===== src/rtl/core/ccdse_pkg.sv =====
// Package for the character/colour delta skip encoder.
// Holds the command record passed from front to back, sizes and register codes.
// No dependencies.
`default_nettype none

package ccdse_pkg;

  localparam int unsigned ByteW   = 8;
  localparam int unsigned NibW    = 4;
  localparam int unsigned QDepth  = 2;
  localparam int unsigned QPtrW   = 1;
  localparam int unsigned QCntW   = 2;
  localparam int unsigned SeqW    = 5;

  localparam logic [ByteW-1:0] RunLimit   = 8'd254;
  localparam logic [ByteW-1:0] NibbleMask = 8'h0F;

  // Configuration register indexes
  typedef enum logic [0:0] {
    CFG_SKIP_TOKEN = 1'b0,
    CFG_END_TOKEN  = 1'b1
  } cfg_idx_e;

  // Bit positions in the byte sequence mask, in emission order
  localparam int unsigned SeqSkipMark = 0;
  localparam int unsigned SeqSkipCnt  = 1;
  localparam int unsigned SeqColour   = 2;
  localparam int unsigned SeqChar     = 3;
  localparam int unsigned SeqEnd      = 4;

  // One classified cell: which bytes to send and their values
  typedef struct packed {
    logic [SeqW-1:0]  seq;
    logic [ByteW-1:0] marker;
    logic [ByteW-1:0] count;
    logic [NibW-1:0]  colour;
    logic [ByteW-1:0] chr;
    logic [ByteW-1:0] end_tok;
  } cmd_t;

endpackage

`default_nettype wire


===== src/rtl/core/ccdse_front.sv =====
// Front end of the delta skip encoder: accepts cells, keeps the skip run count
// and classifies each cell into a command. Depends on ccdse_pkg.
`default_nettype none

module ccdse_front (
  input  wire logic                         clk_i,
  input  wire logic                         rst_ni,
  input  wire logic                         in_valid_i,
  output logic                              in_ready_o,
  input  wire logic [ccdse_pkg::ByteW-1:0]  prev_char_i,
  input  wire logic [ccdse_pkg::ByteW-1:0]  new_char_i,
  input  wire logic [ccdse_pkg::ByteW-1:0]  prev_colour_i,
  input  wire logic [ccdse_pkg::ByteW-1:0]  new_colour_i,
  input  wire logic                         last_cell_i,
  input  wire logic [ccdse_pkg::ByteW-1:0]  skip_token_i,
  input  wire logic [ccdse_pkg::ByteW-1:0]  end_token_i,
  input  wire logic                         q_full_i,
  output logic                              push_o,
  output ccdse_pkg::cmd_t                   cmd_o
);

  logic [ccdse_pkg::ByteW-1:0] run_q, run_d;
  logic [ccdse_pkg::NibW-1:0]  nc;
  logic                        changed, at_limit, accept;

  assign nc       = new_colour_i[ccdse_pkg::NibW-1:0];
  assign changed  = (prev_char_i != new_char_i) ||
                    (prev_colour_i[ccdse_pkg::NibW-1:0] != nc);
  assign at_limit = (run_q == ccdse_pkg::RunLimit);

  assign in_ready_o = !q_full_i;
  assign accept     = in_valid_i && !q_full_i;

  always_comb begin
    cmd_o = '0;
    cmd_o.seq[ccdse_pkg::SeqSkipMark] = changed ? (run_q != '0) : at_limit;
    cmd_o.seq[ccdse_pkg::SeqSkipCnt]  = changed ? (run_q != '0) : at_limit;
    cmd_o.seq[ccdse_pkg::SeqColour]   = changed;
    cmd_o.seq[ccdse_pkg::SeqChar]     = changed;
    cmd_o.seq[ccdse_pkg::SeqEnd]      = last_cell_i;
    cmd_o.marker  = skip_token_i | (new_colour_i & ccdse_pkg::NibbleMask);
    cmd_o.count   = run_q;
    cmd_o.colour  = nc;
    cmd_o.chr     = new_char_i;
    cmd_o.end_tok = end_token_i;
  end

  // Drop cells that only extend the run
  assign push_o = accept && (cmd_o.seq != '0);

  always_comb begin
    run_d = run_q;
    if (accept) begin
      if (last_cell_i || changed || at_limit) begin
        run_d = '0;
      end else begin
        run_d = run_q + 8'd1;
      end
    end
  end

  always_ff @(posedge clk_i or negedge rst_ni) begin
    if (!rst_ni) begin
      run_q <= '0;
    end else begin
      run_q <= run_d;
    end
  end

endmodule

`default_nettype wire


===== src/rtl/core/ccdse_queue.sv =====
// Two-entry command queue between front and back of the delta skip encoder.
// Depends on ccdse_pkg.
`default_nettype none

module ccdse_queue (
  input  wire logic            clk_i,
  input  wire logic            rst_ni,
  input  wire logic            push_i,
  input  wire ccdse_pkg::cmd_t cmd_i,
  input  wire logic            pop_i,
  output ccdse_pkg::cmd_t      head_o,
  output logic                 empty_o,
  output logic                 full_o
);

  ccdse_pkg::cmd_t               mem_q [ccdse_pkg::QDepth];
  logic [ccdse_pkg::QPtrW-1:0]   wr_q, wr_d, rd_q, rd_d;
  logic [ccdse_pkg::QCntW-1:0]   cnt_q, cnt_d;
  logic                          do_push, do_pop;

  assign empty_o = (cnt_q == '0);
  assign full_o  = (cnt_q == ccdse_pkg::QCntW'(ccdse_pkg::QDepth));
  assign head_o  = mem_q[rd_q];

  assign do_push = push_i && !full_o;
  assign do_pop  = pop_i && !empty_o;

  always_comb begin
    wr_d  = do_push ? wr_q + 1'b1 : wr_q;
    rd_d  = do_pop  ? rd_q + 1'b1 : rd_q;
    cnt_d = cnt_q;
    if (do_push && !do_pop) begin
      cnt_d = cnt_q + 2'd1;
    end else if (do_pop && !do_push) begin
      cnt_d = cnt_q - 2'd1;
    end
  end

  always_ff @(posedge clk_i) begin
    if (do_push) begin
      mem_q[wr_q] <= cmd_i;
    end
  end

  always_ff @(posedge clk_i or negedge rst_ni) begin
    if (!rst_ni) begin
      wr_q  <= '0;
      rd_q  <= '0;
      cnt_q <= '0;
    end else begin
      wr_q  <= wr_d;
      rd_q  <= rd_d;
      cnt_q <= cnt_d;
    end
  end

endmodule

`default_nettype wire


===== src/rtl/core/ccdse_back.sv =====
// Back end of the delta skip encoder: walks the bytes of the head command
// into a registered one-byte output stage. Depends on ccdse_pkg.
`default_nettype none

module ccdse_back (
  input  wire logic                         clk_i,
  input  wire logic                         rst_ni,
  input  wire ccdse_pkg::cmd_t              head_i,
  input  wire logic                         empty_i,
  output logic                              pop_o,
  output logic                              out_valid_o,
  input  wire logic                         out_ready_i,
  output logic [ccdse_pkg::ByteW-1:0]       out_byte_o,
  output logic                              out_last_o
);

  logic                        busy_q, busy_d;
  logic [ccdse_pkg::SeqW-1:0]  rem_q, rem_d;
  logic                        vld_q, vld_d;
  logic [ccdse_pkg::ByteW-1:0] byte_q, byte_d;
  logic                        last_q, last_d;

  logic [ccdse_pkg::SeqW-1:0]  cur_mask, pick;
  logic [ccdse_pkg::ByteW-1:0] sel_byte;
  logic                        can_load, emit, is_last;

  assign cur_mask = busy_q ? rem_q : head_i.seq;
  assign pick     = cur_mask & (~cur_mask + 5'd1);
  assign is_last  = ((cur_mask & ~pick) == '0);
  assign can_load = !vld_q || out_ready_i;
  assign emit     = can_load && !empty_i;
  assign pop_o    = emit && is_last;

  always_comb begin
    priority if (cur_mask[ccdse_pkg::SeqSkipMark]) begin
      sel_byte = head_i.marker;
    end else if (cur_mask[ccdse_pkg::SeqSkipCnt]) begin
      sel_byte = head_i.count;
    end else if (cur_mask[ccdse_pkg::SeqColour]) begin
      sel_byte = {{(ccdse_pkg::ByteW-ccdse_pkg::NibW){1'b0}}, head_i.colour};
    end else if (cur_mask[ccdse_pkg::SeqChar]) begin
      sel_byte = head_i.chr;
    end else begin
      sel_byte = head_i.end_tok;
    end
  end

  always_comb begin
    busy_d = busy_q;
    rem_d  = rem_q;
    vld_d  = vld_q;
    byte_d = byte_q;
    last_d = last_q;
    if (can_load) begin
      vld_d = emit;
    end
    if (emit) begin
      byte_d = sel_byte;
      last_d = is_last;
      busy_d = !is_last;
      rem_d  = cur_mask & ~pick;
    end
  end

  always_ff @(posedge clk_i or negedge rst_ni) begin
    if (!rst_ni) begin
      busy_q <= 1'b0;
      rem_q  <= '0;
      vld_q  <= 1'b0;
    end else begin
      busy_q <= busy_d;
      rem_q  <= rem_d;
      vld_q  <= vld_d;
    end
  end

  always_ff @(posedge clk_i) begin
    byte_q <= byte_d;
    last_q <= last_d;
  end

  assign out_valid_o = vld_q;
  assign out_byte_o  = byte_q;
  assign out_last_o  = last_q;

endmodule

`default_nettype wire


===== src/rtl/core/char_color_delta_skip_encoder.sv =====
// Top level of the character/colour delta skip encoder.
// Instantiates ccdse_front, ccdse_queue and ccdse_back; uses ccdse_pkg.
//
//   channel   direction  signals                         beat carries
//   s_axis    in         s_axis_tvalid/tready/tdata/tlast one screen cell
//   m_axis    out        m_axis_tvalid/tready/tdata/tlast one stream byte
//   cfg       in         cfg_valid/ready/index/data      one register write
//
// A cell is taken whenever the queue is not full; the back end sends one
// byte per cycle while the output is ready and a command is queued. A cell
// causes none to five bytes (two for a typical changed cell); a cell with
// none is still taken. The single-byte output register sets the sustained rate.
// Reset clears the run count, queue and output valid; both tokens reset to 0.
// The two-entry queue lets the front keep taking cells while the back stalls.
`default_nettype none

module char_color_delta_skip_encoder (
  input  wire logic        clk_i,
  input  wire logic        rst_ni,
  // tdata: prev_char[7:0], new_char[15:8], prev_color[23:16], new_color[31:24]
  input  wire logic [31:0] s_axis_tdata,
  input  wire logic        s_axis_tlast,  // last_cell
  input  wire logic        s_axis_tvalid,
  output logic             s_axis_tready,
  // tdata: out_byte[7:0]
  output logic [7:0]       m_axis_tdata,
  output logic             m_axis_tlast,  // last_of_run
  output logic             m_axis_tvalid,
  input  wire logic        m_axis_tready,
  input  wire logic        cfg_valid_i,
  output logic             cfg_ready_o,
  input  wire logic [0:0]  cfg_index_i,
  input  wire logic [7:0]  cfg_data_i
);

  logic [ccdse_pkg::ByteW-1:0] skip_token_q, end_token_q;
  logic                        push, pop, q_empty, q_full;
  ccdse_pkg::cmd_t             push_cmd, head_cmd;

  // Configuration writes are always taken
  assign cfg_ready_o = 1'b1;

  always_ff @(posedge clk_i or negedge rst_ni) begin
    if (!rst_ni) begin
      skip_token_q <= '0;
      end_token_q  <= '0;
    end else if (cfg_valid_i) begin
      unique case (ccdse_pkg::cfg_idx_e'(cfg_index_i))
        ccdse_pkg::CFG_SKIP_TOKEN: skip_token_q <= cfg_data_i;
        ccdse_pkg::CFG_END_TOKEN:  end_token_q  <= cfg_data_i;
        default: ;
      endcase
    end
  end

  // Classify the cell and advance the skip run
  ccdse_front u_front (
    .clk_i         (clk_i),
    .rst_ni        (rst_ni),
    .in_valid_i    (s_axis_tvalid),
    .in_ready_o    (s_axis_tready),
    .prev_char_i   (s_axis_tdata[7:0]),
    .new_char_i    (s_axis_tdata[15:8]),
    .prev_colour_i (s_axis_tdata[23:16]),
    .new_colour_i  (s_axis_tdata[31:24]),
    .last_cell_i   (s_axis_tlast),
    .skip_token_i  (skip_token_q),
    .end_token_i   (end_token_q),
    .q_full_i      (q_full),
    .push_o        (push),
    .cmd_o         (push_cmd)
  );

  // Hold pending commands between front and back
  ccdse_queue u_queue (
    .clk_i   (clk_i),
    .rst_ni  (rst_ni),
    .push_i  (push),
    .cmd_i   (push_cmd),
    .pop_i   (pop),
    .head_o  (head_cmd),
    .empty_o (q_empty),
    .full_o  (q_full)
  );

  // Serialise each command into bytes
  ccdse_back u_back (
    .clk_i       (clk_i),
    .rst_ni      (rst_ni),
    .head_i      (head_cmd),
    .empty_i     (q_empty),
    .pop_o       (pop),
    .out_valid_o (m_axis_tvalid),
    .out_ready_i (m_axis_tready),
    .out_byte_o  (m_axis_tdata),
    .out_last_o  (m_axis_tlast)
  );

endmodule

`default_nettype wire


===== config.mk =====
export PLATFORM = sky130hd
export DESIGN_NAME = char_color_delta_skip_encoder
export DESIGN_NICKNAME = d
export VERILOG_FILES = /design/src/rtl/core/ccdse_pkg.sv /design/src/rtl/core/ccdse_front.sv /design/src/rtl/core/ccdse_queue.sv /design/src/rtl/core/ccdse_back.sv /design/src/rtl/core/char_color_delta_skip_encoder.sv
export SDC_FILE = /design/constraint.sdc
export NUM_CORES = 1
export LEC_CHECK = 0
export ABC_AREA = 1
export BUFFER_PORTS_ARGS = -buffer_cell sky130_fd_sc_hd__buf_2
export CAP_MARGIN = 20
export CELL_PAD_IN_SITES_DETAIL_PLACEMENT = 1
export CELL_PAD_IN_SITES_GLOBAL_PLACEMENT = 1
export CORE_AREA = 2 2 135 137
export CTS_CLUSTER_SIZE = 20
export DETAILED_ROUTE_END_ITERATION = 6
export DIE_AREA = 0 0 137 139
export GPL_TIMING_DRIVEN = 1
export PLACE_DENSITY_LB_ADDON = 0.12
export SYNTH_ARGS = -nofsm -noshare
export SYNTH_HDL_FRONTEND = slang
export SYNTH_SLANG_ARGS = --single-unit

===== constraint.sdc =====
create_clock -name clk_i -period 2.87 [get_ports clk_i]
set_input_delay 0.574 -clock clk_i [delete_from_list [all_inputs] [get_ports clk_i]]
set_output_delay 0.574 -clock clk_i [all_outputs]
set_load 0.01 [all_outputs]

* Word-level counts from Yosys, hierarchy flattened
Memory sizes are Yosys's and may differ from the RTL's. Cells that the tools add are included.
Word-level totals: input bits 47, bits in registers 44, word-level logic and storage cells 64, output and inout port bits 12, memories 1, memory bits (writable) 82
Cells by class: multiplexer cells 11, reductions and logical operators 25, bitwise logic cells 6, eq/ne operators 4, add/subtract/negate cells 6
Memory list:
- u_queue.mem_q | words 2, width 41, read ports 1, clocked after Yosys merged registers in 0, write ports 1, line ccdse_queue.sv:16 | ccdse_pkg::cmd_t mem_q [ccdse_pkg::QDepth];
Operators with widths (count):
- 8-bit 2-to-1 mux | 5
- 5-bit bitwise AND | 2
- 5-bit inverter | 2
- 8-bit by 1-bit adder with 8-bit output (second input constant) | 1
- 8-bit equality test (second input constant) | 1
- 1-bit logical AND | 8
- 8-bit != test | 1
- 8-bit by 4-bit OR with 8-bit output | 1
- 8-bit nonzero test | 1
- 1-bit logical NOT | 6
- 5-bit by 1-bit adder with 5-bit output (second input constant) | 1
- 5-bit logical NOT | 1
- 5-bit 2-to-1 mux | 1
- 5-bit nonzero test | 1
- 1-bit logical OR | 4
- 2-bit 2-to-1 mux | 2
- 4-bit != test | 1
- 2-bit AND reduction | 2
- 1-bit 2-to-1 mux | 3
- 1-bit adder (second input constant) | 2
- 2-bit by 1-bit adder with 2-bit output (second input constant) | 1
- 2-bit equality test (second input constant) | 1
- 2-bit logical NOT | 1
- 2-bit nonzero test | 1
- 2 further kinds | 2

* Logic depth before layout (Yosys ltp)
Gate-level depths: netlist of the first run. An unclocked memory read counts as a cell.
depth in word-level cells 13, depth in mapped cells 13, depth with buffers taken out 13

* By module
Synthesis of the first run repeated with hierarchy kept, for this count alone.
Second synthesis, totals: cells, all modules 592, area, all modules 5800.6 µm²
By module, submodules not included:
- ccdse_queue | seq. area each 2562.5 µm², cells an instance 246, instances 1, area an instance 3228.1 µm²
- ccdse_front | seq. area each 200.2 µm², cells an instance 144, instances 1, area an instance 949.7 µm²
- ccdse_back | seq. area each 420.4 µm², cells an instance 130, instances 1, area an instance 948.4 µm²
- char_color_delta_skip_encoder | seq. area each 400.4 µm², cells an instance 72, instances 1, area an instance 674.4 µm²

* Worst setup path after synthesis of the first run
Ideal clock, no wire load.
kind input -> register, start point in s_axis_tdata[5], end point mem u_queue.mem_q[1][0] (netlist name), enable pin, arrival time 2.708 ns, path buffers 0, required time 2.435 ns, library setup time 0.435 ns, stages 9, setup slack -0.273 ns, path through nand2_1 inv_1 nor2_1 nor2_1 nand2_1 nor2_1 nand4_1 nand2_1 nor2_1
On the way: cells in the longest elaborated chain, start to end 8
RTL lines:
- from (decl) | line char_color_delta_skip_encoder.sv:21 | input wire logic [31:0] s_axis_tdata,
- 8-bit != test (*) | line ccdse_front.sv:27 | assign changed = (prev_char_i != new_char_i) ||
- 1-bit logical OR (*) | line ccdse_front.sv:27
- 1-bit 2-to-1 mux | line ccdse_front.sv:36, ccdse_front.sv:37
- 5-bit nonzero test (*) | line ccdse_front.sv:49 | assign push_o = accept && (cmd_o.seq != '0);
- 1-bit logical AND (*) | line ccdse_front.sv:49
- 1-bit logical AND (*) | line ccdse_queue.sv:25 | assign do_push = push_i && !full_o;
- 1-bit 2-to-1 mux (*) | line ccdse_queue.sv:40 | if (do_push) begin
- 1-bit 2-to-1 mux (not written as such) (*) | line ccdse_queue.sv:41 | mem_q[wr_q] <= cmd_i;
- to (decl) | line ccdse_queue.sv:16
Mark *: on every way between the ends. The rest lies on a longest branch, timed or not.

* Worst setup path after layout of the first run
start point reg u_queue.rd_q, end point reg u_queue.cnt_q[1] (netlist name)
On the way: cells in the longest elaborated chain, start to end 13, elaborated cells on any way between the ends 15, those cells by class add/sub (1); mux (2); bitwise (4); reduce/logical (7); memory (1)
RTL lines:
- from (decl) | line ccdse_queue.sv:17 | logic [ccdse_pkg::QPtrW-1:0] wr_q, wr_d, rd_q, rd_d;
- from (signal assigned) | line ccdse_queue.sv:52 | rd_q <= rd_d;
- memory 2 x 41 bit (*)
- 5-bit 2-to-1 mux (*) | line ccdse_back.sv:27 | assign cur_mask = busy_q ? rem_q : head_i.seq;
- 5-bit inverter | line ccdse_back.sv:28 | assign pick = cur_mask & (~cur_mask + 5'd1);
- 5-bit by 1-bit adder with 5-bit output | line ccdse_back.sv:28
- 5-bit bitwise AND | line ccdse_back.sv:28
- 5-bit inverter | line ccdse_back.sv:29 | assign is_last = ((cur_mask & ~pick) == '0);
- 5-bit bitwise AND (*) | line ccdse_back.sv:29
- 5-bit logical NOT (*) | line ccdse_back.sv:29
- 1-bit logical AND (*) | line ccdse_back.sv:32 | assign pop_o = emit && is_last;
- 1-bit logical AND (*) | line ccdse_queue.sv:26 | assign do_pop = pop_i && !empty_o;
- 1-bit logical NOT | line ccdse_queue.sv:32 | if (do_push && !do_pop) begin
- 1-bit logical AND | line ccdse_queue.sv:32
- 2-bit 2-to-1 mux or 2-bit nonzero test (tied branches)
- to (signal assigned) | line ccdse_queue.sv:53 | cnt_q <= cnt_d;
- to (decl) | line ccdse_queue.sv:18 | logic [ccdse_pkg::QCntW-1:0] cnt_q, cnt_d;
Marked as above. A chain may end at the register's enable or synchronous reset.

==> results.cfg, run 1 <==
[timing]
finalCritPeriodShare_pct = 87.0
fmaxAchievable_mhz = 401
worst-slew-pin-transition_ns = 0.868
setup_total_negative_slack_ns = 0
grt_setup_unrepaired = false
drv_slew = 0
fin_crit_ns = 2.50
fin_skew_ns = 0.00716
finalSetupViolCount = 0
slew_headroom_pct = 42.1
timing_hold_violations_final = 0

[cells_and_area]
antenna_cells_inserted = 0
layout_cells_sized_above_1_pct = 19.4
seq_area_um2 = 3460
design_area_um2 = 6400
fin_nets = 620
flow.area_growth_from_synthesis_pct = 23.2
num-fill-cells = 1991
multi_input_area_um2 = 1480

[pwr]
power_density_nw_per_um2 = 1070
max-vdd-ir-drop_uv = 466
cell_int_power_uw = 4480
power.clock.fraction_pct = 32.1
combPwrFrac_pct = 30.5
power_frac_seq_pct = 37.4
netSwitchingFraction_pct = 34.8
leakage_uw = 0.00278
power.net_switching_uw = 2390

[setup_path]
critPathCaptureType = flop
worst-setup-path-type = reg2reg
critical_path.startpoint_type = flop
worst_path_largest_cell_delay_ns = 0.45
critical_path_arrival_ns = 2.79
timing.critical_path.slowest_stage_cell = dfrtp_1
worst_path_max_fanout = 10
timing.critical_path.cells = inv_2, nand2_1, nand2_1, nand2_2, nand2_2, o21ai_2, nand4_1, ha_1, a21oi_1, o21ai_0, xnor2_1
worst-endpoint-required_ns = 3.16

[global_routing]
globalRoute.totalOverflow = 0
grtUsageTotal_pct = 14.9
grt_antenna_before_repair = 0
first_global_vias = 3868
largest_net_degree_at_the_start_of_global_routing = 40
wire_length_of_the_first_global_routing_pass_um = 21100

[route]
vias_per_cell = 4.40
first_iter_violations = 224
detail-route-antenna-nets = 0
routed_vias = 3572
wirelength_um = 13000
drt-wirelength-per-cell_um = 16.0
detail_route.drc_violations = 0
first_drt_pass_iteration_count = 4

[logic_synthesis]
unique_masters_post_synth = 35
syn-num-nets = 552
synth_cells = 501
portion_of_the_post_synthesis_area_used_by_sequential_elements_pct = 66.7
post_syn_area_um2 = 5190
postSynthAreaPerCell_um2 = 10.4
ys.warnings.count = 0
yosys_register_bits = 121

[floorplan]
floorplan.rows = 49
fp.coreArea_um2 = 17700
dieWidth_um = 137
die_height_um = 139
initial_utilization_pct = 29.4
die-area_um2 = 19000
ioPinCount = 59

[clock_tree]
clkLatencyLatePin_ns = 0.41
root_buffer = clkbuf_16
cts_hold_buffers = 0
cts_htree_levels = 4
cts.path.max_buffers = 2
clk_pin_slew_ns = 0.06
post-cts-setup-buffer-count = 0
post_cts_resized = 0
clock_tree_sinks = 121
cts_tree = yes
cts_inserted_buffers = 17

[place]
post-dp-hpwl_um = 9000
placed_area_um2 = 5770
final_replace_weighted_congestion = 0.764
io_buffer_count = 49

[hold_path]
hold_path_class = in2async

[run_status]
status = complete, no violations

[run]
max_cap_violations = 0
registers in the layout (all words and copies together) (netlist names):
| signal | cells |
|---|---|
| u_back.rem_q | 4 |
| u_back.busy_q | 1 |
| u_queue.wr_q | 1 |
| u_back.out_valid_o | 1 |
| u_back.out_last_o | 1 |
| u_queue.mem_q | 78 |
| skip_token_q | 8 |
| end_token_q | 8 |
| u_queue.cnt_q | 2 |
| u_front.run_q | 8 |
| u_queue.rd_q | 1 |
| u_back.out_byte_o | 8 |
final cells by class:
class / count / share of cell area [%]
clock buffers: 20 / 7.65
inverters: 52 / 3.09
repair buffers: 61 / 5.44
clock inverters: 12 / 2.09
flip-flops and latches: 121 / 54.1
multi-input cells: 316 / 23.1
well taps: 229 / 4.48
cells in the mapped netlist:
cell        n  share of area, %
nand2_1   166                12
edfxtp_1   87                50
inv_1      50               3.6
nor2_1     35               2.5
dfrtp_1    34                16
nand3_1    27               2.6
o21ai_0    26               2.5
or2_2       8              0.96
clkbuf_1    6              0.43
nand4_1     6              0.72
a31oi_1     5              0.60
o21ai_1     5              0.48
a21oi_1     4              0.39
ha_1        4              0.96
nand2_2     4              0.48
o211ai_1    4              0.58
xnor2_1     4              0.67
xor2_1      4              0.67
buf_2       3              0.29
a22oi_1     2              0.29
mux2i_1     2              0.39
nor3_1      2              0.19
buf_1       1             0.072
buf_4       1              0.14
buf_6       1              0.22
conb_1      1             0.072
inv_2       1             0.072
inv_4       1              0.12
nand2_4     1              0.22
nand3b_1    1              0.14
nor2_2      1              0.12
nor2_4      1              0.22
o21ai_2     1              0.17
o22ai_1     1              0.12
o22ai_2     1              0.24
path summary, 6_finish.rpt:
| path | start | endpoint | slack [ns] | cells past startpoint |
|---|---|---|---|---|
| worst max-delay path | u_queue.rd_q$_DFFE_PN0P_ | u_queue.cnt_q[1]$_DFFE_PN0P_ | 0.37 | 11 |
| worst min-delay path | rst_ni | u_back.busy_q$_DFFE_PN0P_ | 0.27 | 1 |
| worst max register to register | u_queue.rd_q$_DFFE_PN0P_ | u_queue.cnt_q[1]$_DFFE_PN0P_ | 0.37 | 11 |
| worst min register to register | u_queue.wr_q$_DFFE_PN0P_ | u_queue.wr_q$_DFFE_PN0P_ | 0.48 | 2 |
| max in group asynchronous | rst_ni | skip_token_q[6]$_DFFE_PN0P_ | 2.04 | 1 |
| min in group clk_i | s_axis_tdata[11] | u_queue.mem_q[1][11]$_DFFE_PP_ | 0.38 | 1 |
layout by cell type (no fill, tap or decap), drive strengths merged:
cell type / count
a22oi: 2
a31oi: 5
mux2i: 2
dfrtp: 34
buf: 61
nor2: 37
xnor2: 4
ha: 4
nand3b: 1
nor3: 2
o22ai: 2
or2: 8
inv: 56
conb: 1
o21ai: 32
edfxtp: 87
bufinv: 2
clkinv: 5
clkinvlp: 1
nand2: 171
nand4: 6
a21oi: 4
xor2: 4
o211ai: 4
nand3: 27
clkbuf: 20
power groups by stage:
stage | Sequential [µW] | Clock, µW | Combinational (µW)
final | 2570 | 2200 | 2100
after global routing | 2610 | 2320 | 2390
after floorplan | 2600 | 0 | 1300
after global placement | 2590 | 0 | 2100
after detailed placement | 2610 | 0 | 2130
after CTS | 2580 | 2240 | 2150
metal layers:
layer  vias to the layer above  GRT usage (%)  share of wire, %  wire, µm
met3                        14           3.36               3.4       441
met5                         -              0                 0         0
met4                         0           4.88               1.2       158
met2                        52           23.7                48      6190
met1                      1710           20.1                48      6180
li1                       1796              -                 -         -
stage by stage:
| step | power, µW | setup WS, ns | std cells | hold slack, ns | util [%] |
|---|---|---|---|---|---|
| 6_report | 6870 | 0.373 | 811 | 0.268 | 36.2 |
| 4_1_cts | 6960 | 0.342 | 811 | 0.313 | 36.2 |
| 5_1_grt | 7320 | 0.161 | 811 | 0.338 | 36.2 |
| 3_5_place_dp | 4740 | 0.270 | 779 | 0.465 | 32.7 |
| 2_1_floorplan | 3900 | 0.370 | 501 | 0.278 | - |
| 3_3_place_gp | 4690 | 0.301 | 779 | 0.454 | 32.7 |
cells by family (layout without fill, tap and decap cells):
kind of cell / Yosys count / after routing / synth area share (%)
xor+xnor: 8 / 8 / 1.35
simple gates: 252 / 252 / 20.2
flops: 121 / 121 / 66.7
compound gates: 49 / 49 / 5.37
mux: 2 / 2 / 0.386
other cells: 1 / 1 / 0.0722
fa+ha+maj: 4 / 4 / 0.964
buf+inv: 64 / 145 / 4.96
critical path, delay by kind of cell, from the launching register on:
kind	cells	cell delay, ns
XOR/XNOR	1	0.13
adder cells (fa/ha/maj)	1	0.37
flip-flops	1	0.45
AND/OR/NAND/NOR	5	0.74
buffers and inverters	1	0.15
AO/OA/AOI/OAI	3	0.53
No activity file was read; power rests on OpenSTA's default activity.
==> run 2, diff against run 1 <==
--- a/config.mk
+++ b/config.mk
@@ -16,6 +16,7 @@
 export DIE_AREA = 0 0 137 139
 export GPL_TIMING_DRIVEN = 1
 export PLACE_DENSITY_LB_ADDON = 0.12
+export REMOVE_ABC_BUFFERS = 1
 export SYNTH_ARGS = -nofsm -noshare
 export SYNTH_HDL_FRONTEND = slang
 export SYNTH_SLANG_ARGS = --single-unit
==> run 2 against run 1 <==
Compared with the run above:
- first-iteration DRC count fell by 42%
- worst setup slack improved by 0.11 ns
- wire length fell by 3.8%
- largest cell class unchanged
- maximum frequency rose by 4.8%
==> results.cfg, run 2 (synthesized netlist as in run 1, its figures left out) <==
[run_status]
status = complete, no violations

[setup_path]
critical_path.startpoint_type = flop
cp.buffers_inverters = 1
timing.critical_path.slowest_stage_cell = dfrtp_1
worst_path_largest_cell_delay_ns = 0.44
worst-setup-path-type = reg2reg
critPathCaptureType = flop
critical_path_arrival_ns = 2.68
worst-endpoint-required_ns = 3.17
critPathTopFamily = simple AND/OR/NAND/NOR gates
worst_path_max_fanout = 10
timing.critical_path.cells = inv_2, nand2_1, nand2_1, nand2_2, nand2_2, o21ai_2, nand4_1, ha_1, a21oi_1, o21ai_0, xnor2_1

[timing]
slew_headroom_pct = 41.4
finalCritPeriodShare_pct = 83.0
fin_skew_ns = 0.00806
fin_worst_hold_slack_ns = 0.281
drv_slew = 0
fmaxAchievable_mhz = 420
timing_hold_violations_final = 0
setup_total_negative_slack_ns = 0
finalSetupViolCount = 0
worst-slew-pin-transition_ns = 0.880
fin_crit_ns = 2.38
grt_setup_unrepaired = false

[route]
first_iter_violations = 130
wirelength_um = 12500
routed_vias = 3566
drt-wirelength-per-cell_um = 15.5
vias_per_cell = 4.42
first_drt_pass_iteration_count = 4
detail-route-antenna-nets = 0
detail_route.drc_violations = 0

[clock_tree]
cts_hold_buffers = 0
cts_htree_levels = 4
post-cts-setup-buffer-count = 0
clock_tree_sinks = 121
post_cts_resized = 0
cts_tree = yes
cts.path.max_buffers = 2
clk_pin_slew_ns = 0.06
root_buffer = clkbuf_16
cts_inserted_buffers = 17
clkLatencyLatePin_ns = 0.42

[pwr]
max-vdd-ir-drop_uv = 473
report.power.total_uw = 6760
power_density_nw_per_um2 = 1070
leakage_uw = 0.00274

[global_routing]
largest_net_degree_at_the_start_of_global_routing = 40
grt_antenna_before_repair = 0
first_global_vias = 3820
globalRoute.totalOverflow = 0
wire_length_of_the_first_global_routing_pass_um = 20200
grtUsageTotal_pct = 14.3

[place]
io_buffer_count = 49
final_replace_weighted_congestion = 0.749
post-dp-hpwl_um = 8390

[floorplan]
dieWidth_um = 137
die-area_um2 = 19000
ioPinCount = 59
die_height_um = 139
floorplan.rows = 49
fp.coreArea_um2 = 17700
initial_utilization_pct = 29.4

[cells_and_area]
largest_register_ffs = 78
layout.cells.most_common_list = 166 x nand2_1, 87 x edfxtp_1, 50 x inv_1, 49 x buf_2
num-fill-cells = 2003
fin_nets = 615
layout_cells_sized_above_1_pct = 18.0
top_register = u_queue.mem_q
flow.area_growth_from_synthesis_pct = 22.2
antenna_cells_inserted = 0
mostFrequentLayoutCell = nand2_1

[hold_path]
hold_path_class = in2async

[run]
max_cap_violations = 0
run 2: changes by cell type in the layout (fill, tap and decap cells not counted):
| cell | change |
|---|---|
| clkinv_4 | -2 |
| clkinvlp_4 | +1 |
| clkinv_2 | +1 |
| clkbuf_1 | +1 |
| clkinv_1 | +3 |
| clkbuf_16 | -2 |
| clkbuf_8 | -1 |
| buf_4 | -5 |
| inv_6 | -1 |
| inv_4 | -2 |
| bufinv_16 | +2 |
run 2: per-layer routing:
layer / GRT usage (%) / vias up / share of wire (%)
met3: 4.64 / 15 / 3.5
li1: - / 1781 / -
met2: 23.3 / 60 / 49
met4: 4.72 / 0 / 1.6
met1: 17.7 / 1710 / 46
met5: 0 / - / 0
run 2: power by group:
group / internal (µW) / switching (µW)
logic: 616 / 1380
registers: 2420 / 151
clock network: 1440 / 751
run 2: cell type report:
cell class / instances / area [µm²] / share of cell area [%]
inverter: 52 / 198 / 3.12
tap: 229 / 287 / 4.52
multi-input combinational: 316 / 1480 / 23.3
clock inverter: 14 / 179 / 2.82
timing repair buffer: 56 / 310 / 4.89
sequential: 121 / 3460 / 54.6
clock buffer: 18 / 429 / 6.76
run 2: worst paths after layout:
kind                                        startpoint                        endpoint  slack [ns]  depth (start not counted)
hold reg to reg            skip_token_q[6]$_DFFE_PN0P_  u_queue.mem_q[1][34]$_DFFE_PP_        0.47                          0
max in group asynchronous                       rst_ni     skip_token_q[0]$_DFFE_PN0P_        2.03                          1
hold / removal                                  rst_ni  u_back.out_valid_o$_DFFE_PN0N_        0.28                          1
setup / recovery              u_queue.rd_q$_DFFE_PN0P_    u_queue.cnt_q[1]$_DFFE_PN0P_        0.49                         11
min in group clk_i                        s_axis_tlast  u_queue.mem_q[0][40]$_DFFE_PP_        0.37                          1
setup reg to reg              u_queue.rd_q$_DFFE_PN0P_    u_queue.cnt_q[1]$_DFFE_PN0P_        0.49                         11
run 2: metrics by stage:
stage | setup slack (ns) | std cells | utilization [%] | cell area (µm²)
2_1_floorplan | -0.273 | 489 | - | 5130
4_1_cts | 0.445 | 806 | 35.9 | 6340
3_5_place_dp | 0.0498 | 774 | 32.5 | 5740
6_report | 0.488 | 806 | 35.9 | 6340
3_3_place_gp | 0.200 | 774 | 32.5 | 5740
5_1_grt | 0.180 | 806 | 35.9 | 6340
run 2: worst reg2reg max path, cell delays in order (launching register included):
cell	delay, ns
dfrtp_1	0.44
inv_2	0.09
nand2_1	0.08
nand2_1	0.06
nand2_2	0.17
nand2_2	0.22
o21ai_2	0.26
nand4_1	0.17
ha_1	0.37
a21oi_1	0.14
o21ai_0	0.13
xnor2_1	0.14
